--- src/hw/rtl/icr_pkg.sv ---
// package for the integer cube root block
// widths and the stage record shared by the cells and the top level
// no dependencies
`default_nettype none

package icr_pkg;

    localparam int MAG_W   = 64;
    localparam int ROOT_W  = 22;
    localparam int DIGIT_W = 3;
    localparam int PASSES  = 22;
    localparam int X_W     = PASSES * DIGIT_W;
    localparam int SQ_W    = 2 * ROOT_W;
    localparam int REM_W   = 50;
    localparam int TRIAL_W = SQ_W + 3;

    typedef struct packed {
        logic [X_W-1:0]    x;
        logic [REM_W-1:0]  p;
        logic [ROOT_W-1:0] r;
        logic [SQ_W-1:0]   r2;
        logic              neg;
        logic              nz;
    } t_icr_stage;

endpackage

`default_nettype wire

--- src/hw/rtl/icr_cell.sv ---
// one cell of the cube root chain: resolves one root bit per transfer
// depends on icr_pkg
`default_nettype none

module icr_cell
    import icr_pkg::*;
(
    input  wire logic       i_clk,
    input  wire logic       i_rst_n,
    input  wire logic       i_valid,
    output logic            o_ready,
    input  wire t_icr_stage i_d,
    output logic            o_valid,
    input  wire logic       i_ready,
    output t_icr_stage      o_d
);

    logic                r_valid;
    t_icr_stage          r_d;
    t_icr_stage          n_d;
    logic [REM_W-1:0]    p_in;
    logic [ROOT_W-1:0]   r_sh;
    logic [SQ_W-1:0]     r2_sh;
    logic [SQ_W:0]       sum;
    logic [TRIAL_W-1:0]  trial;
    logic [REM_W-1:0]    trial_x;
    logic                take;

    assign o_ready = !r_valid || i_ready;

    always_comb begin
        p_in    = {i_d.p[REM_W-DIGIT_W-1:0], i_d.x[X_W-1 -: DIGIT_W]};
        r_sh    = {i_d.r[ROOT_W-2:0], 1'b0};
        r2_sh   = {i_d.r2[SQ_W-3:0], 2'b00};
        sum     = {1'b0, r2_sh} + {{(SQ_W+1-ROOT_W){1'b0}}, r_sh};
        trial   = {1'b0, sum, 1'b0} + {2'b00, sum} + {{(TRIAL_W-1){1'b0}}, 1'b1};
        trial_x = {{(REM_W-TRIAL_W){1'b0}}, trial};
        take    = p_in >= trial_x;

        n_d     = i_d;
        n_d.x   = {i_d.x[X_W-DIGIT_W-1:0], {DIGIT_W{1'b0}}};
        n_d.p   = take ? (p_in - trial_x) : p_in;
        n_d.r   = {r_sh[ROOT_W-1:1], take};
        n_d.r2  = take ? (r2_sh + {{(SQ_W-ROOT_W-1){1'b0}}, r_sh, 1'b0}
                          + {{(SQ_W-1){1'b0}}, 1'b1}) : r2_sh;
    end

    always_ff @(posedge i_clk) begin
        if (!i_rst_n) begin
            r_valid <= 1'b0;
        end else if (o_ready) begin
            r_valid <= i_valid;
        end
    end

    always_ff @(posedge i_clk) begin
        if (o_ready && i_valid) begin
            r_d <= n_d;
        end
    end

    assign o_valid = r_valid;
    assign o_d     = r_d;

endmodule

`default_nettype wire

--- config.mk ---
export PLATFORM = sky130hd
export DESIGN_NAME = icr_cell
export DESIGN_NICKNAME = d
export VERILOG_FILES = /design/src/hw/rtl/icr_pkg.sv /design/src/hw/rtl/icr_cell.sv
export SDC_FILE = /design/constraint.sdc
export NUM_CORES = 1
export LEC_CHECK = 0
export BUFFER_PORTS_ARGS = -buffer_cell sky130_fd_sc_hd__buf_4
export CAP_MARGIN = 5
export CORE_UTILIZATION = 58
export CTS_CLUSTER_DIAMETER = 50
export DETAILED_ROUTE_END_ITERATION = 8
export GPL_TIMING_DRIVEN = 0
export HOLD_SLACK_MARGIN = 0.1
export PLACE_DENSITY = 0.87
export SLEW_MARGIN = 20
export SYNTH_ARGS = -nofsm -noshare
export SYNTH_HDL_FRONTEND = slang
export SYNTH_SLANG_ARGS = --single-unit
--- constraint.sdc ---
create_clock -name i_clk -period 21.5 [get_ports i_clk]
set_clock_uncertainty 0.15 [all_clocks]
set_input_delay 2.15 -clock i_clk [delete_from_list [all_inputs] [get_ports i_clk]]
set_output_delay 2.15 -clock i_clk [all_outputs]
set_load 0.05 [all_outputs]
# ---- Word-level counts from Yosys, hierarchy flattened
# Cells that the tools add are included.
# W data, S select, Z words.
dict set report op_classes {
  n_mux 2
  add_sub_neg 6
  order_cmp 1
  reduce_logical 3
}
# cell count
set ops {}
lappend ops {{$ge A50 B47 Y1} 1}
lappend ops {{$mux W50} 1}
lappend ops {{$sub A50 B47 Y50} 1}
lappend ops {{$add A46 B45 Y47} 1}
lappend ops {{$add A47 B1 Y47 const B} 1}
lappend ops {{$add A44 B22 Y45} 1}
lappend ops {{$add A44 B1 Y44 const B} 1}
lappend ops {{$add A44 B23 Y44} 1}
lappend ops {{$mux W44} 1}
lappend ops {{$logic_and A1 B1 Y1} 1}
lappend ops {{$logic_not A1 Y1} 1}
lappend ops {{$logic_or A1 B1 Y1} 1}
dict set report totals {
  output_inout_bits 186
  reg_bits 182
}

# ---- Logic depth before layout (Yosys ltp)
# Gate-level depths: netlist of the first run.
dict set report logic_depth {
  word_depth 5
  mapped_depth 39
  ltp_nobuf 38
}

# ---- Worst setup path before layout of the first run
# No wires, ideal clock.
dict set report synth_path {
  path_kind {input to register}
  from {input port i_d[2] in the netlist's numbering}
  to {register r_d (netlist bit o_d[31]) (data pin)}
  stages 37
  t_arrival_ns 8.716
  setup_ns 0.266
  required_time_ns 21.084
  setup_slack_ns 12.369
  path_buffers 1
  path_cell_list {ha_1 inv_1 fa_1 nor2b_1 o31ai_2 a2111oi_0 nor3_1 nand2_1 and2_1 o21ai_0 nand2b_1 nand4_1 xnor2_1 ha_1 inv_1 o21bai_1 a21oi_1 o31ai_1 nor2b_1 a221oi_1 a21oi_1 o2111ai_1 nand2b_1 a221o_1 xnor2_1 ha_1 inv_1 or4_1 or3_1 o21ai_1 nor2_1 o21a_2 inv_2 o221ai_1 buf_2 nor3_1 xor2_1}
}
# element line_no
set synth_rtl {}
lappend synth_rtl {{start: declaration} icr_cell.sv:12} ;# input wire t_icr_stage i_d,
lappend synth_rtl {{end signal: assignment} icr_cell.sv:58} ;# r_d <= n_d;
lappend synth_rtl {{end: declaration} icr_cell.sv:19} ;# t_icr_stage r_d;

==> results of run 1 <==
## cells in the mapped netlist, types with 4 or more instances
cell type and instances:
nand3_1 39, xor2_1 73, buf_2 9, o21ai_0 77
o31ai_1 13, nand2b_1 29, a211o_1 5, o21a_1 20
a31oi_1 16, and2_1 8, and4_1 4, buf_4 4
a211oi_1 13, or2_2 7, edfxtp_1 180, inv_1 50
a21o_1 68, nor4_1 6, ha_1 132, nand4_1 16
nand2_1 106, and3_1 10, nor2b_1 12, xnor2_1 86
clkbuf_1 22, o211ai_1 5, a21boi_0 4, o21bai_1 24
a21oi_1 153, o22ai_1 5, nor3_1 34, or3_1 6
fa_1 4, nor2_1 120, a2111oi_0 4
## logic make-up (layout without fill, tap and decap cells)
group | Yosys count | after routing
other | 1 | 4
AND/OR/NAND/NOR | 402 | 402
adder cells (fa/ha/maj) | 137 | 137
AO/OA/AOI/OAI | 453 | 453
buffers and inverters | 87 | 484
flip-flops | 181 | 181
XOR/XNOR | 159 | 159
## final cells by class
| class | count | area (µm²) | area share, % |
|---|---|---|---|
| buffer | 36 | 161 | 0.920 |
| clock buffer | 17 | 425 | 2.43 |
| clock inverter | 15 | 195 | 1.11 |
| inverter | 51 | 191 | 1.09 |
| multi-input combinational | 1155 | 7950 | 45.3 |
| sequential | 181 | 5430 | 30.9 |
| tap | 313 | 392 | 2.23 |
| timing repair buffer | 365 | 2800 | 16.0 |
## tightest hold or removal path, delay by kind of cell (launching register included)
family	cells	cell delay [ns]
AND/OR/NAND/NOR	1	0.13
flip-flops	1	0.32
AO/OA/AOI/OAI	1	0.12
## final timing paths
check	startpoint	endpoint	slack [ns]	cells after the start
min	o_valid	o_valid	0.47	2
min reg2reg	o_valid	o_valid	0.47	2
max reg2reg	o_valid	o_d[10]	19.55	4
max	i_d[47]	o_d[81]	10.54	38
## state kept, by name (all words and copies together), names as in the netlist
signal   cells
o_d        180
o_valid      1
## power groups by stage
stage          Combinational (mW)  Sequential, mW  Clock (mW)
5_1_grt                      1.23           0.500       0.346
6_report                     1.15           0.496       0.333
3_5_place_dp                 1.12           0.503           0
2_1_floorplan               0.632           0.697           0
3_3_place_gp                 1.10           0.506           0
4_1_cts                      1.13           0.496       0.335
## per-layer routing
metal	share of wire (%)	track usage [%]
met5	0	0
met4	3.2	12.5
met3	7.4	6.22
met2	48	56.5
met1	42	42.4
==> impl.org, run 1 <==
** Die
- ~370 I/O pins were placed.
- The die is 156 µm tall.
- Overall die area :: 24300 µm²
- Num rows :: 55
- The floorplan step defined a core boundary enclosing 22900 µm².
- For this configuration, the core starts out at a cell density of approximately three fifths.
- The die is 156 µm wide.

** Clock network
- TritonCTS built the clock tree.
- Clk_lat worst skew :: 0.45 ns
- Post-CTS resize count :: 0
- Clock tree root buffer cell :: clkbuf_16
- Hold repair after CTS inserted 0 buffers.
- Clk slew on worst S/H paths :: roughly 0.090 ns
- The H-tree was split into 4 levels.
- Clk sinks :: roughly 180
- Maximum clock path buffer count :: 2
- Post-CTS timing repair inserted 0 buffers for setup.
- The number of clock buffers added by TritonCTS is 17.

** Logic synthesis
- Among all flip-flop cells after synthesis, the most frequent one is edfxtp_1.
- The Yosys step of the flow raised 0 warnings.
- The synthesized netlist devotes 10.2% of its cell area to XOR and XNOR gates.
- After synthesis, the share of cell area in mux cells is 0%.
- Leading cell types by total area after synthesis :: edfxtp_1 (39%), ha_1 (12%), a21oi_1 (5.6%)
- Avg Inst Size Synth :: 9.66 µm²
- Yosys reg bits :: 181
- Summing every instance area after synthesis gives 13700 µm².
- By area, the combinational part of the netlist is dominated by compound AO/OA/AOI/OAI gates.
- The synthesized netlist devotes between 20% and 30% of its cell area to compound gates.
- Simple-gate share of the synthesized area :: 13.7%
- After synthesis, the share of flip-flops with an asynchronous set or reset is 0%.
- After synthesis, flip-flops and latches occupy 39.6% of the total area.
- In this run, synthesis inferred 180 flip-flops with an integrated enable.
- Post-synthesis adder-cell area fraction :: 12.7%
- Synthesis handed over a netlist of 1420 instances.
- Top cell type by total area after synthesis :: edfxtp_1
- The share of synthesized area in the top cell type comes to 39.4%.
- Count of different cell masters after synthesis :: 73

** Critical path
- By startpoint and endpoint, the worst setup path is classified as in2reg.
- For this design, the slowest cell found on the critical path is a2111oi_0.
- At the worst endpoint, the required time is approximately 22 ns.
- Nature of the critical path startpoint :: input pin
- Sum of buffers and inverters on the critical path :: 7
- Cell type group with the largest total delay on the critical path :: compound AO/OA/AOI/OAI gates
- In this run the worst path has a maximum fanout of 10.
- For the worst setup path, the data arrival time is 10.97 ns.
- Worst Setup End Kind :: flop
- The largest single stage delay on the critical path is ~0.67 ns.
- Most repeated library cell on the critical path :: a21oi_1

** Finish
- Cells with a size suffix above 1 make up a little under a quarter of the layout.
- Cells fill 76.5% of the core in the end.
- Fillcell total :: 1650
- The area growth from synthesis to layout is 27.9%.
- NumNets Final :: about 2100
- The finished layout holds 2133 standard cells, fillers aside.
- Count of antenna diodes in the layout :: 0
- After routing the design area is between 15000 and 20000 µm².
- Top library cells by usage in the layout, fill and taps aside :: buf_4 (366), edfxtp_1 (180), a21oi_1 (153), ha_1 (132), nor2_1 (120)
- Leaving out fill and tap cells, the most frequent cell in the layout is buf_4.

** STA
- The clock period could shrink to around 11 ns.
- The number of hold violations in the final report is 0.
- Relative max-transition margin :: 41.3%
- Transition at the pin with the smallest max-transition slack :: 0.881 ns
- Setup repair after global routing left no endpoint under its margin.
- For this run, the top clock speed supported by timing is 91.2 MHz.
- The worst path uses 51.0% of the clock period.
- Final worst slack :: about 11 ns
- Max-slew violations :: 0
- Setup tns final :: 0 ns
- Hold timing on the final database bottoms out at a slack of 0.470 ns.
- Number of failing setup endpoints in the final timing report :: 0

** Global route
- Entering global routing, the biggest net connects 60 pins.
- Global routing used 33.4% of the available tracks.
- The total overflow left after global routing is 0.
- First-pass GRT wire length :: 62400 µm
- Number of global-route vias before repair :: 11900
- The initial antenna violation count came to 1.

** Power
- Internal Pwr Total :: 1.06 mW
- Net Sw Frac :: 46.2%
- Total power for the finished layout comes to 1.97 mW.
- For this design the ratio of total power to cell area is 113 nW/µm².
- Combinational share of power :: 58.0%
- The analysis attributes to net switching a power of 912 µW.
- Sequential cells burn between 20% and 30% of the power.
- The analysis attributes to cell leakage a power of a little under 8 nW.
- VDD sags by at most 73.8 µV.
- Clock Power Share :: between 15 and 20%

** Place
- Total of buffers placed on input and output ports :: approximately 360
- Timing analysis after detailed placement gives a worst setup slack of 10.22 ns.
- Placed cell area :: 16900 µm²
- The HPWL after detailed placement is 32500 µm.
- Cells after DPL :: 2101
- The congestion estimate from routability-driven global placement came to 0.918.

** Run status
- Run status :: finished clean

** Route
- Drt drc :: 0
- Once detail routing completed, the nets flagged for antenna violations numbered 0.
- Routed vias :: 12600
- Iter 0 DRT Violations :: 952
- Wires add up to 41200 µm.
- First-pass detailed-route iteration total :: 5
- In the routed layout, each cell is associated on average with a via count of 5.91.
- Wirelength per Cell :: 19.3 µm

** Run
- Count of maximum capacitance violations :: 0

** Min path
- The path class of the tightest hold or removal check is reg2reg.
Note: power is estimated with default switching activity, not from simulation.
==> run 2: changes to the inputs <==
- ABC_AREA: default -> 1
- CORE_UTILIZATION: 58 -> 50
- PLACE_DENSITY: 0.87 -> 0.79
- clock period: 21.5 -> 9.8 ns (I/O delays scaled with it)
==> run 2 against run 1 <==
Against the previous run: synthesized cell count increased by 36%; count of clock-buffer cells in the layout is the same; sequential power rose by 120%; area after synthesis up 10%; sequential share of layout area is 2.7 points lower; cell area is 9.4% higher; non-clock buffer count is 7 lower; register-to-register slack worse by 12 ns; hold slack lost 0.038 ns; combinational power rose by 140%; die area increased by 28%; clock power rose by 110%; largest cell class unchanged; largest power group unchanged.
==> impl.org, run 2 <==
** Finish
- The layout has ~2600 filler cells.
- Layout overhead on the synthesized area :: 26.7%
- Most frequent standard cell in the layout excluding fill and tap cells :: nand2_1
- Flip-flop count of the largest register after layout :: 180
- NumNets Final :: 2646
- Layout cell share with drive strength beyond 1 :: 19.6%
- 0 antenna diodes ended up in the layout.
- Top library cells by usage in the layout, fill and taps aside :: nand2_1 (449), buf_4 (371), inv_1 (233), nor2_1 (184), edfxtp_1 (180)

** Logic synthesis
- Number of enable-type register cells in the synthesized netlist :: 180
- Fraction of registers with async set/reset :: 0%
- In this run the biggest area consumer among cell types represents 35.7% of the synthesized area.
- Yosys warning total :: 0
- Among all flip-flop cells after synthesis, the most frequent one is edfxtp_1.
- Top cell type by total area after synthesis :: edfxtp_1
- Synthesis produced between 1500 and 2000 cells.
- The share of the Yosys chip area taken by registers is 35.8%.
- A synthesized cell averages 7.85 µm².
- Ranked by instance count, the synthesized netlist is headed by nand2_1 (449), inv_1 (233), nor2_1 (184), edfxtp_1 (180), a21oi_1 (150).
- Yosys reg bits :: 181
- Total standard cell area after synthesis :: 15100 µm²
- By area the synthesized netlist is led by edfxtp_1 (36%), nand2_1 (11%), ha_1 (11%).
- Count of different cell masters after synthesis :: 53
- Most used standard cell by instance count after synthesis :: nand2_1

** Power
- Power spread over the standard cell area amounts to between 200 and 250 nW/µm².
- The clock network is responsible for roughly 15% of the overall power.
- Net switching is about half of the power.
- Combinational share of power :: between 60% and 70%
- Summed over all nets, the switching power comes to between 2 and 2.5 mW.
- The internal power of the cells totals 2.34 mW.
- Sequential fraction of design power :: between 20% and 30%
- Worst vdd rail ir drop :: 170 µV
- Summing internal, switching and leakage power gives 4.55 mW.
- The analysis attributes to cell leakage a power of 8.73 nW.

** Die
- Vert. Die Dim :: 176 µm
- Overall die area :: 31000 µm²
- Core footprint :: 29700 µm²
- In this run the count of I/O pins placed on the die edge is 374.
- Initial cell density of the core :: 51.0%
- The floorplan step set the die width to 176 µm.
- Num rows :: 63

** Route
- Drt drc :: 0
- Overall routed net length :: 48800 µm
- First-pass detailed-route iteration total :: 5
- Once detail routing completed, the nets flagged for antenna violations numbered 0.
- Routed vias :: 14900
- Wirelength per Cell :: 17.9 µm
- Iter 0 DRT Violations :: 984
- Via count normalized by instance count :: 5.47

** Clock network
- Clock tree root buffer cell :: clkbuf_16
- H-tree depth :: 4
- CTS tree :: yes
- Counting the buffers created by CTS gives 17.
- Clk_lat worst skew :: 0.44 ns
- Post-CTS resize count :: 0
- Postcts setup bufs :: 0
- Clk sinks :: about 180
- Counting along the longest clock path gives a buffer depth of 2.
- The number of hold buffers added after CTS was 0.
- Clk slew on worst S/H paths :: approximately 0.080 ns

** Place
- Total of buffers placed on input and output ports :: 362
- At the end of routability-driven placement, the weighted congestion stood at 0.962.
- Dpl hpwl :: 40800 µm

** Min path
- Min-Delay Path Class :: reg2reg

** STA
- The clock period could shrink to 7.43 ns.
- Summed over all failing endpoints, the final setup total negative slack is 0 ns.
- Number of failing setup endpoints in the final timing report :: 0
- Transition at the pin with the smallest max-transition slack :: 1.03 ns
- Derived from the worst setup path, the maximum achievable clock frequency is 135 MHz.
- The worst pin sits at a relative slew slack of 31.0%.
- Final Hold Fails :: 0
- Setup repair after global routing missed its margin :: false
- After layout, the worst path uses 75.8% of the clock period.
- The number of max-slew violations in the final report is 0.

** Global route
- Largest net degree at the start of global routing :: 26
- Global-route usage over all layers :: between 30% and 40%
- After global routing the overflow that remains totals 0.
- Number of global-route vias before repair :: 14700
- Initial antenna violation count :: 0
- First-pass GRT wire length :: 75100 µm

** Run
- Count of maximum capacitance violations :: 0

** Critical path
- Broken down by cell family, the worst path's largest delay share belongs to simple AND/OR/NAND/NOR gates.
- Along the worst path, the maximum fanout reaches 10.
- The setup path with the least slack is of type in2reg.
- Data on the critical path is required at its endpoint by 9.79 ns.
- Most repeated library cell on the critical path :: nand2_1
- Slowest cell on the critical path :: nor4_1
- Stage delay of the slowest cell on the critical path :: 0.47 ns
- Worst Setup End Kind :: flop
- Data arrival time of the critical path :: 7.42 ns
- The critical path contains buffers and inverters numbering 6 combined.
- STA classifies the critical path startpoint as an input pin.

** Run status
- Run status :: finished clean
==> run 2: cell types whose count changed after synthesis, moves of 29 or more <==
cell      before  now
a21o_1        68   23
inv_1         50  233
nand2_1      106  449
nand2b_1      29    0
nor2_1       120  184
o21ai_0       77  115
o21ai_1        3   49
==> run 2: cell families after synthesis <==
logic type               synth area share (%)
buffers and inverters                    7.09
XOR/XNOR                                 8.50
AND/OR/NAND/NOR                          22.1
other                                  0.0248
flip-flops                               35.8
adder cells (fa/ha/maj)                  11.4
AO/OA/AOI/OAI                            15.1
==> run 2: worst paths after layout <==
check                           slack, ns        to  depth (start not counted)    start
worst max register to register       7.57    o_d[7]                          6  o_valid
worst min register to register       0.43   o_valid                          2  o_valid
worst max-delay path                 2.37  o_d[104]                         36   i_d[6]
worst min-delay path                 0.43   o_valid                          2  o_valid
==> run 2: power by group through the flow <==
| stage | logic [mW] | registers [mW] | clock network, mW |
|---|---|---|---|
| finish | 2.76 | 1.09 | 0.698 |
| CTS | 2.73 | 1.09 | 0.708 |
| global placement | 2.68 | 1.12 | 0 |
| global route | 2.99 | 1.10 | 0.735 |
| floorplan | 1.53 | 1.54 | 0 |
| detailed placement | 2.72 | 1.11 | 0 |
==> run 2: worst reg2reg max path, delay by kind of cell, from the launching register on <==
| family | cells | cell delay (ns) |
|---|---|---|
| buf+inv | 5 | 1.02 |
| compound gates | 1 | 0.39 |
| flops | 1 | 0.36 |
==> run 2: final cells by class <==
cell class              count  area [µm²]  area share (%)
flip-flops and latches    181        5430            28.3
repair buffers            370        2940            15.3
multi-input cells        1494        8670            45.2
clock inverters            15         165           0.861
well taps                 390         488            2.54
clock buffers              17         425            2.22
plain buffers              24         195            1.02
inverters                 234         878            4.58
==> run 2: through the flow <==
step | instances | setup slack [ns] | util (%) | area, µm² | hold WS, ns
finish | 2725 | 2.37 | 64.5 | 19200 | 0.432
global route | 2725 | 1.98 | 64.5 | 19200 | 0.465
CTS | 2725 | 2.40 | 64.5 | 19200 | 0.433
detailed placement | 2693 | 1.97 | 62.6 | 18600 | 0.423
global placement | 2685 | 1.06 | 61.8 | 18400 | 0.364
floorplan | 1933 | 2.92 | - | 15200 | 0.929
==> run 2: layer usage <==
metal	GRT usage [%]	routed length [µm]	up-vias	part of all wire [%]
li1	-	-	7338	-
met5	0	0	-	0
met2	56.7	24100	587	49
met3	4.57	3100	85	6.3
met1	37.1	19900	6887	41
met4	12.3	1680	0	3.4
